<file path="src/sv/art_pkg.sv">
// ----------------------------------------------------------------------------
// Automaton reachability trim package
// Shared types, constants and helper functions of the trim unit.
// ----------------------------------------------------------------------------
package art_pkg;

    // Graph size and field widths.
    localparam int MAX_STATES = 32;
    localparam int ADDR_W     = 5;
    localparam int COUNT_W    = 6;
    localparam int ROW_W      = 32;
    localparam int IN_DATA_W  = 40;
    localparam int OUT_DATA_W = 8;
    localparam int CFG_IDX_W  = 2;

    // Configuration register indexes.
    typedef logic [CFG_IDX_W-1:0] cfg_idx_t;
    localparam cfg_idx_t REG_STATE_COUNT = 2'd0;
    localparam cfg_idx_t REG_INIT_STATE  = 2'd1;
    localparam cfg_idx_t REG_MARKED_MASK = 2'd2;

    // Controller states.
    typedef enum logic [1:0] {
        ST_LOAD,
        ST_SWEEP,
        ST_EMIT
    } art_state_t;

    // Commands from the controller to the datapath.
    typedef struct packed {
        logic load_open;   // rows may be taken on the input channel
        logic start;       // initialize the closure sets and begin a sweep
        logic run;         // a sweep over the adjacency rows is in progress
        logic restart;     // begin another sweep
        logic emit_start;  // begin the result run
    } art_cmd_t;

    // Status from the datapath to the controller.
    typedef struct packed {
        logic sweep_end;   // last row of the current sweep is being applied
        logic dirty;       // some set bit changed during the current sweep
        logic emit_done;   // last result word is taken
    } art_stat_t;

    // Number of states in use: zero acts as one, large counts are clipped.
    function automatic logic [COUNT_W-1:0] states_in_use(input logic [COUNT_W-1:0] cnt);
        logic [COUNT_W-1:0] n;
        n = cnt;
        if (n == '0) begin
            n = COUNT_W'(1);
        end else if (n > COUNT_W'(MAX_STATES)) begin
            n = COUNT_W'(MAX_STATES);
        end
        return n;
    endfunction

    // Bit mask of the states in use.
    function automatic logic [ROW_W-1:0] use_mask(input logic [COUNT_W-1:0] n);
        return ~({ROW_W{1'b1}} << n);
    endfunction

endpackage

</file>
<file path="src/sv/art_ctrl.sv">
// ----------------------------------------------------------------------------
// Automaton reachability trim controller
// Sequences row loading, the fixed-point sweeps and the result run.
// ----------------------------------------------------------------------------
module art_ctrl
    import art_pkg::*;
(
    input  logic      aclk,
    input  logic      aresetn,
    input  logic      s_tvalid,
    input  logic      s_tlast,
    input  art_stat_t stat,
    output art_cmd_t  cmd
);

    art_state_t state_reg;
    art_state_t state_next;
    logic       last_fire;

    // The final row of a graph is accepted.
    assign last_fire = (state_reg == ST_LOAD) && s_tvalid && s_tlast;

    // State register.
    always_ff @(posedge aclk) begin
        if (!aresetn) begin
            state_reg <= ST_LOAD;
        end else begin
            state_reg <= state_next;
        end
    end

    // Next state.
    always_comb begin
        state_next = state_reg;
        unique case (state_reg)
            ST_LOAD: begin
                if (last_fire) begin
                    state_next = ST_SWEEP;
                end
            end
            ST_SWEEP: begin
                if (stat.sweep_end && !stat.dirty) begin
                    state_next = ST_EMIT;
                end
            end
            ST_EMIT: begin
                if (stat.emit_done) begin
                    state_next = ST_LOAD;
                end
            end
            default: begin
                state_next = ST_LOAD;
            end
        endcase
    end

    // Commands.
    always_comb begin
        cmd = '0;
        unique case (state_reg)
            ST_LOAD: begin
                cmd.load_open = 1'b1;
                cmd.start     = last_fire;
            end
            ST_SWEEP: begin
                cmd.run        = 1'b1;
                cmd.restart    = stat.sweep_end && stat.dirty;
                cmd.emit_start = stat.sweep_end && !stat.dirty;
            end
            ST_EMIT: begin
                cmd = '0;
            end
            default: begin
                cmd = '0;
            end
        endcase
    end

endmodule

</file>
<file path="src/sv/art_dpath.sv">
// ----------------------------------------------------------------------------
// Automaton reachability trim datapath
// Adjacency memory, configuration registers, accessible and coaccessible
// sets, sweep address pipeline and result register.
// ----------------------------------------------------------------------------
module art_dpath
    import art_pkg::*;
(
    input  logic                  aclk,
    input  logic                  aresetn,
    input  art_cmd_t              cmd,
    output art_stat_t             stat,
    input  logic                  s_tvalid,
    output logic                  s_tready,
    input  logic [IN_DATA_W-1:0]  s_tdata,
    output logic                  m_tvalid,
    input  logic                  m_tready,
    output logic [OUT_DATA_W-1:0] m_tdata,
    output logic                  m_tlast,
    input  logic                  cfg_valid,
    output logic                  cfg_ready,
    input  cfg_idx_t              cfg_index,
    input  logic [ROW_W-1:0]      cfg_data
);

    // Configuration registers.
    logic [COUNT_W-1:0] state_count_reg;
    logic [ADDR_W-1:0]  init_state_reg;
    logic [ROW_W-1:0]   marked_mask_reg;

    // Adjacency memory and its registered read port.
    logic [ROW_W-1:0]   adj_mem [MAX_STATES];
    logic [ROW_W-1:0]   rdata_reg;

    // Sweep pipeline.
    logic [ADDR_W-1:0]  rd_addr_reg;
    logic               rd_on_reg;
    logic               p_vld_reg;
    logic [ADDR_W-1:0]  p_idx_reg;

    // Closure sets.
    logic [ROW_W-1:0]   acc_reg;
    logic [ROW_W-1:0]   acc_next;
    logic [ROW_W-1:0]   coacc_reg;
    logic [ROW_W-1:0]   coacc_next;
    logic               dirty_reg;

    // Result register.
    logic               m_valid_reg;
    logic [ADDR_W-1:0]  e_idx_reg;

    logic [COUNT_W-1:0] n_use;
    logic [ADDR_W-1:0]  last_idx;
    logic [ROW_W-1:0]   mask;
    logic [ROW_W-1:0]   init_vec;
    logic [ROW_W-1:0]   row_m;
    logic               c_hit;
    logic               change;
    logic               in_fire;
    logic               m_fire;

    assign n_use    = states_in_use(state_count_reg);
    assign last_idx = ADDR_W'(n_use - COUNT_W'(1));
    assign mask     = use_mask(n_use);
    assign init_vec = ({1'b0, init_state_reg} < n_use) ? (ROW_W'(1) << init_state_reg) : '0;

    assign s_tready  = cmd.load_open;
    assign in_fire   = s_tvalid && s_tready;
    assign cfg_ready = 1'b1;

    // Configuration writes; indexes beyond the list are ignored.
    always_ff @(posedge aclk) begin
        if (!aresetn) begin
            state_count_reg <= COUNT_W'(32);
            init_state_reg  <= '0;
            marked_mask_reg <= '0;
        end else if (cfg_valid) begin
            unique case (cfg_index)
                REG_STATE_COUNT: state_count_reg <= cfg_data[COUNT_W-1:0];
                REG_INIT_STATE:  init_state_reg  <= cfg_data[ADDR_W-1:0];
                REG_MARKED_MASK: marked_mask_reg <= cfg_data;
                default: begin
                end
            endcase
        end
    end

    // Adjacency rows are written on input words and read during sweeps.
    always_ff @(posedge aclk) begin
        if (in_fire) begin
            adj_mem[s_tdata[ADDR_W-1:0]] <= s_tdata[ADDR_W +: ROW_W];
        end
        rdata_reg <= adj_mem[rd_addr_reg];
    end

    // Read address sequencing: one row per cycle from state 0 to the last in use.
    always_ff @(posedge aclk) begin
        if (!aresetn) begin
            rd_on_reg   <= 1'b0;
            rd_addr_reg <= '0;
            p_vld_reg   <= 1'b0;
            p_idx_reg   <= '0;
        end else begin
            p_vld_reg <= rd_on_reg && cmd.run;
            p_idx_reg <= rd_addr_reg;
            if (cmd.start || cmd.restart) begin
                rd_on_reg   <= 1'b1;
                rd_addr_reg <= '0;
            end else if (cmd.run && rd_on_reg) begin
                if (rd_addr_reg == last_idx) begin
                    rd_on_reg <= 1'b0;
                end else begin
                    rd_addr_reg <= rd_addr_reg + ADDR_W'(1);
                end
            end
        end
    end

    // Apply one row: grow the forward set and test the row for coaccessibility.
    always_comb begin
        row_m    = rdata_reg & mask;
        acc_next = acc_reg[p_idx_reg] ? (acc_reg | row_m) : acc_reg;
        c_hit    = |(row_m & ((marked_mask_reg & mask) | coacc_reg));
        coacc_next = coacc_reg | (ROW_W'(c_hit) << p_idx_reg);
        change   = p_vld_reg && ((acc_next != acc_reg) || (coacc_next != coacc_reg));
    end

    assign stat.sweep_end = p_vld_reg && (p_idx_reg == last_idx);
    assign stat.dirty     = dirty_reg || change;

    // Closure set registers.
    always_ff @(posedge aclk) begin
        if (!aresetn) begin
            dirty_reg <= 1'b0;
        end else if (cmd.start) begin
            dirty_reg <= 1'b0;
        end else if (p_vld_reg) begin
            dirty_reg <= stat.sweep_end ? 1'b0 : (dirty_reg || change);
        end
    end

    always_ff @(posedge aclk) begin
        if (cmd.start) begin
            acc_reg   <= init_vec;
            coacc_reg <= '0;
        end else if (p_vld_reg) begin
            acc_reg   <= acc_next;
            coacc_reg <= coacc_next;
        end
    end

    // Result register: one word per state in use.
    assign m_fire = m_valid_reg && m_tready;

    always_ff @(posedge aclk) begin
        if (!aresetn) begin
            m_valid_reg <= 1'b0;
            e_idx_reg   <= '0;
        end else if (cmd.emit_start) begin
            m_valid_reg <= 1'b1;
            e_idx_reg   <= '0;
        end else if (m_fire) begin
            if (e_idx_reg == last_idx) begin
                m_valid_reg <= 1'b0;
            end else begin
                e_idx_reg <= e_idx_reg + ADDR_W'(1);
            end
        end
    end

    assign stat.emit_done = m_fire && (e_idx_reg == last_idx);

    assign m_tvalid = m_valid_reg;
    assign m_tlast  = (e_idx_reg == last_idx);
    assign m_tdata  = {1'b0, coacc_reg[e_idx_reg], acc_reg[e_idx_reg], e_idx_reg};

endmodule

</file>
<file path="src/sv/automaton_reachability_trim_unit.sv">
// ----------------------------------------------------------------------------
// Automaton reachability trim unit
// Loads a transition graph row by row and reports, per state in use,
// whether it is accessible and coaccessible.
// ----------------------------------------------------------------------------
// Usage:
//   The input stream carries one adjacency row per word: the source state and
//   a 32-bit successor mask. Rows load one per cycle. The word with s_tlast
//   high is stored like the others and then starts the closure; s_tready
//   stays low until the results for that graph are all delivered.
//   The closure runs repeated sweeps over the rows in use, one row read from
//   the adjacency memory per cycle; sweeps repeat until one changes nothing,
//   at most n + 1 of them for n states in use. The result stream then gives
//   n words, one per cycle while m_tready is high, in order from state 0,
//   with m_tlast on the last one.
//   A stalled receiver simply holds the current result word in place.
//   Configuration writes are taken at any time, one per cycle, and are meant
//   for idle periods only. Reset restores a count of 32 states, initial
//   state 0 and no marked states; the adjacency rows hold nothing defined
//   until they are loaded.
// ----------------------------------------------------------------------------
module automaton_reachability_trim_unit
    import art_pkg::*;
(
    input  logic                  aclk,
    input  logic                  aresetn,
    // s_tdata: row_index [4:0], successor_bits [36:5], zero fill [39:37]
    input  logic                  s_tvalid,
    output logic                  s_tready,
    input  logic [IN_DATA_W-1:0]  s_tdata,
    input  logic                  s_tlast,
    // m_tdata: state_index [4:0], accessible [5], coaccessible [6], zero fill [7]
    output logic                  m_tvalid,
    input  logic                  m_tready,
    output logic [OUT_DATA_W-1:0] m_tdata,
    output logic                  m_tlast,
    // Configuration write channel.
    input  logic                  cfg_valid,
    output logic                  cfg_ready,
    input  cfg_idx_t              cfg_index,
    input  logic [ROW_W-1:0]      cfg_data
);

    art_cmd_t  cmd;
    art_stat_t stat;

    // Controller.
    art_ctrl u_ctrl (
        .aclk     (aclk),
        .aresetn  (aresetn),
        .s_tvalid (s_tvalid),
        .s_tlast  (s_tlast),
        .stat     (stat),
        .cmd      (cmd)
    );

    // Datapath.
    art_dpath u_dpath (
        .aclk      (aclk),
        .aresetn   (aresetn),
        .cmd       (cmd),
        .stat      (stat),
        .s_tvalid  (s_tvalid),
        .s_tready  (s_tready),
        .s_tdata   (s_tdata),
        .m_tvalid  (m_tvalid),
        .m_tready  (m_tready),
        .m_tdata   (m_tdata),
        .m_tlast   (m_tlast),
        .cfg_valid (cfg_valid),
        .cfg_ready (cfg_ready),
        .cfg_index (cfg_index),
        .cfg_data  (cfg_data)
    );

`ifndef SYNTHESIS
    // Rows are never taken while results are pending.
    a_no_overlap: assert property (@(posedge aclk) disable iff (!aresetn)
        !(s_tready && m_tvalid))
        else $error("input open while results pending");

    // The final row closes the input side.
    a_last_row_closes: assert property (@(posedge aclk) disable iff (!aresetn)
        (s_tvalid && s_tready && s_tlast) |=> !s_tready)
        else $error("input still open after final row");

    // The last result ends the result run.
    a_last_result_ends: assert property (@(posedge aclk) disable iff (!aresetn)
        (m_tvalid && m_tready && m_tlast) |=> !m_tvalid)
        else $error("result valid after last result");
`endif

endmodule

</file>
<file path="config.mk">
export PLATFORM = sky130hd
export DESIGN_NAME = automaton_reachability_trim_unit
export DESIGN_NICKNAME = d
export VERILOG_FILES = /design/src/sv/art_pkg.sv /design/src/sv/art_ctrl.sv /design/src/sv/art_dpath.sv /design/src/sv/automaton_reachability_trim_unit.sv
export SDC_FILE = /design/constraint.sdc
export NUM_CORES = 2
export LEC_CHECK = 0
export ABC_AREA = 1
export BUFFER_PORTS_ARGS = -buffer_cell sky130_fd_sc_hd__buf_2
export CAP_MARGIN = 40
export CORE_ASPECT_RATIO = 1.25
export CORE_MARGIN = 5
export CORE_UTILIZATION = 45
export CTS_BUF_LIST = sky130_fd_sc_hd__clkbuf_8
export DETAILED_ROUTE_END_ITERATION = 10
export HOLD_SLACK_MARGIN = 0.05
export PLACE_DENSITY = 0.56
export SLEW_MARGIN = 20
export SYNTH_ARGS = -nofsm -noshare
export SYNTH_HDL_FRONTEND = slang
export SYNTH_SLANG_ARGS = --single-unit
</file>
<file path="constraint.sdc">
create_clock -name aclk -period 4.17 [get_ports aclk]
set_input_delay 0.2085 -clock aclk [delete_from_list [all_inputs] [get_ports aclk]]
set_output_delay 0.2085 -clock aclk [all_outputs]
set_load 0.05 [all_outputs]
</file>
==> run_results.csv <==
group,metric,value,unit
pwr,cellPowerDensity,418.6,nW/um^2
timing,worst_pin_slew,0.8966,ns
critical_path,path_cells,"nor2_1, nand3_1, nand2_1, inv_1, buf_4, ha_1, nand2_1, nand2_1, nand2_1, xor2_1, a2111oi_1, nand2_1, inv_1, buf_2",
critical_path,crit_buf_inv,4,
global_route,overflow,0,
finish,area_growth,15.20,%
die,dieHeight,376.4,microns
routing,wl_per_cell,26.07,microns
worst_hold_path,hp-class,"in -> reg",
timing,rsz0062_at_grt,"no",
logic_synthesis,ys_types,46,
global_route,grt_max_degree,171,
critical_path,critPathArrivalTime,3.72,ns
clocking,root_buffer,"clkbuf_8",
clocking,cts_sinks,1184,
logic_synthesis,synthSimpleGateAreaFrac,11.69,%
routing,drtAntennaViolNets,0,
critical_path,setup.worst_path.end_class,"primary output",
logic_synthesis,synthMuxAreaShare,0,%
routing,wl,155800,microns
global_route,grt_usage,26.83,%
logic_synthesis,synth_compound_area_share,13.01,%
finish,largest_register_ffs,1024,
logic_synthesis,synthAdderAreaFrac,0.2330,%
clocking,insertion_delay,0.89,ns
routing,avgViaCountPerCell,5.770,
critical_path,slowest_delay,0.48,ns
timing,hold_viol,0,
routing,drc,0,
finish,instances_no_fill,5976,
clocking,cts_setup_buffers,0,
status,status,"completed",
placed_design,placed_area,51060,sq um
logic_synthesis,synth_xor_area_share,0.3262,%
placed_design,io_buffers,86,
timing,final.setup.tns,0,ns
die,num_rows,134,
critical_path,crit_family,"simple AND/OR/NAND/NOR gates",
routing,vias,34480,
timing,period_share,94.30,%
job,cap_viol_max_count,0,
timing,clock_skew,0.04146,ns
die,pin_count,92,
global_route,first_global_vias,32940,
pwr,ir_drop,313.3,uV
logic_synthesis,netlist_instances,4149,
timing,min_period,3.932,ns
placed_design,finalWeightedCongestion,0.9612,
timing,timing.fmax,0.2543,GHz
logic_synthesis,synth_top_family_by_area,"compound AO/OA/AOI/OAI gates",
pwr,power,0.02330,W
die,coreArea,106800,sq um
placed_design,post-place-cells,5517,
finish,stdcell_area,55670,sq um
logic_synthesis,synth-seq-cells,1184,
global_route,grt_pass1_wl,223400,microns
critical_path,crit_path_start_kind,"register",
clocking,cts_buffer_depth,3,
critical_path,crit_fanout,7,
logic_synthesis,ys.warnings.count,0,
critical_path,worstSetupPathType,"reg -> out",
logic_synthesis,avgSynthCellArea,11.65,sq um
finish,drive_gt1_share,11.36,%
finish,fill_cells,9380,
routing,dr.pass1.iters,6,
logic_synthesis,synth_area,48330,sq um
critical_path,cp_common_cell,"nand2_1",
clocking,htree_levels,4,
global_route,antenna_found_initial,5,
die,fp.dieArea,114100,sq um
timing,max-slew-margin-rel,40.23,%
clocking,cts_tree,"yes",
pwr,p_leak,19.23,nW
critical_path,crit_slowest_cell,"dfxtp_1",
die,die_w,303.1,microns
timing,slew_violations,0,
routing,drt_iter0_markers,3266,
placed_design,dp_hpwl,88880,microns
finish,nets,4482,
clocking,cts_buffers,182,
die,initial_core_util,45.25,%
logic_synthesis,synth_nets,4238,
clocking,path_clk_slew,0.07,ns
logic_synthesis,ys_seq_area_share,70.92,%
timing,setup_viol,0,
critical_path,critPathRequiredTime,3.96,ns
[area by class of cell]
type                    instances  area, sq um  area share, %
clock buffers                 193         2656          4.771
clock inverters               142        716.9          1.288
multi-input cells            2488        12470          22.40
flip-flops and latches       1184        34290          61.59
diodes                          4        10.01        0.01798
inverters                     204        788.3          1.416
repair buffers                333         2955          5.309
well taps                    1428         1787          3.209
[worst reg2reg max path, stage by stage (launching register included)]
cell	delay [ns]
dfxtp_1	0.48
nor2_1	0.10
nand3_1	0.09
nand2_1	0.17
ha_1	0.29
inv_1	0.08
nand3_1	0.08
nand2_1	0.12
nor2_1	0.09
nand2_1	0.07
nand2_1	0.06
nor2_1	0.13
nand2_1	0.10
nor2_2	0.16
nand3_4	0.17
nand4_1	0.26
nor2_1	0.10
nand3_1	0.08
nand3_1	0.08
nor2_1	0.15
nand2_1	0.07
nor2_1	0.09
nand2_1	0.06
nand2_1	0.11
nand3_1	0.18
buf_4	0.19
a21oi_1	0.11
[power breakdown]
part	switching (W)	internal [W]	total, W
Sequential	0.0000663	0.0131	0.0131
Clock	0.00455	0.00447	0.00902
Combinational	0.000814	0.000347	0.00116
[metal layers]
metal | share of wire (%) | routed length [microns] | vias to the layer above | GRT usage [%]
li1 | - | - | 15640 | -
met1 | 40 | 61590 | 17130 | 34.04
met2 | 49 | 76290 | 1346 | 44.64
met3 | 6.0 | 9403 | 358 | 4.166
met4 | 5.5 | 8540 | 0 | 13.96
met5 | 0 | 0 | - | 0
[stage by stage]
stage | utilization, % | setup WS, ns | hold slack [ns]
2_1_floorplan | - | 0.9155 | 0.3074
3_5_place_dp | 47.81 | 0.5043 | 0.4363
3_3_place_gp | 47.73 | 0.5091 | 0.4378
6_report | 52.13 | 0.2379 | 0.1654
5_1_grt | 52.12 | 0.03798 | 0.1253
4_1_cts | 52.08 | 0.04756 | 0.07839
[cell usage in the layout (no fill, tap or decap), types with 6 or more instances in the layout]
| cell | n |
|---|---|
| dfxtp_1 | 124 |
| nand4_1 | 59 |
| inv_2 | 9 |
| o21ai_1 | 6 |
| ha_1 | 9 |
| buf_4 | 99 |
| nor2_1 | 638 |
| o22ai_1 | 196 |
| nand3_1 | 204 |
| nand2_1 | 367 |
| nor2_4 | 34 |
| o211ai_1 | 38 |
| clkinv_2 | 15 |
| clkinv_1 | 39 |
| nor3_1 | 14 |
| buf_2 | 86 |
| xor2_1 | 14 |
| clkinvlp_4 | 9 |
| edfxtp_1 | 1056 |
| clkbuf_8 | 193 |
| nand2_2 | 6 |
| a21oi_1 | 128 |
| buf_12 | 26 |
| o21ai_0 | 630 |
| o221ai_1 | 96 |
| dlygate4sd3_1 | 119 |
| inv_1 | 261 |
[what timing repair did]
action | CTS | global route
hold buffers | 119 | 0
endpoints found under the setup margin | 0 | 1
endpoints found under the hold margin | 1092 | 0
gates resized for setup | 0 | 2
[cell usage after synthesis, drive strengths merged]
| master | number | area share [%] |
|---|---|---|
| a21boi | 7 | 0.11 |
| clkbuf | 235 | 1.8 |
| nand2 | 376 | 3.0 |
| o221ai | 96 | 1.7 |
| ha | 9 | 0.23 |
| nand3b | 2 | 0.031 |
| buf | 38 | 0.39 |
| nor4 | 5 | 0.078 |
| o2111ai | 2 | 0.036 |
| o211ai | 38 | 0.59 |
| a21oi | 129 | 1.3 |
| o21a | 2 | 0.031 |
| inv | 200 | 1.6 |
| xor2 | 15 | 0.27 |
| nand3 | 206 | 2.2 |
| a2111oi | 2 | 0.036 |
| or2 | 5 | 0.065 |
| conb | 2 | 0.016 |
| edfxtp | 1056 | 66 |
| clkinv | 4 | 0.031 |
| and3 | 5 | 0.065 |
| dfxtp | 128 | 5.3 |
| and2 | 1 | 0.013 |
| xnor2 | 3 | 0.054 |
| nor2 | 674 | 5.3 |
| o21ai | 636 | 6.6 |
| o22ai | 196 | 2.5 |
| nor3 | 14 | 0.14 |
| nand4 | 63 | 0.87 |
[logic make-up (layout without fill, tap and decap cells)]
group / after synthesis / in the layout
other: 2 / 6
xor gates and xnor gates: 18 / 18
DFF: 1184 / 1184
and+or+nand+nor: 1351 / 1351
buffers and inverters: 477 / 872
AOI/OAI and AO/OA: 1108 / 1108
adders and majority gates: 9 / 9
[worst paths after layout]
path / startpoint / to / slack (ns) / cells after the start
worst min register to register: u_dpath.marked_mask_reg[6] / u_dpath.marked_mask_reg[6] / 0.47 / 2
worst min-delay path: s_tvalid / u_dpath.coacc_reg[11] / 0.17 / 5
worst max register to register: u_dpath.state_count_reg[3] / u_ctrl.state_reg[1] / 0.43 / 26
worst max-delay path: u_dpath.state_count_reg[3] / m_tlast / 0.24 / 14
(Power assumes the default switching activity.)
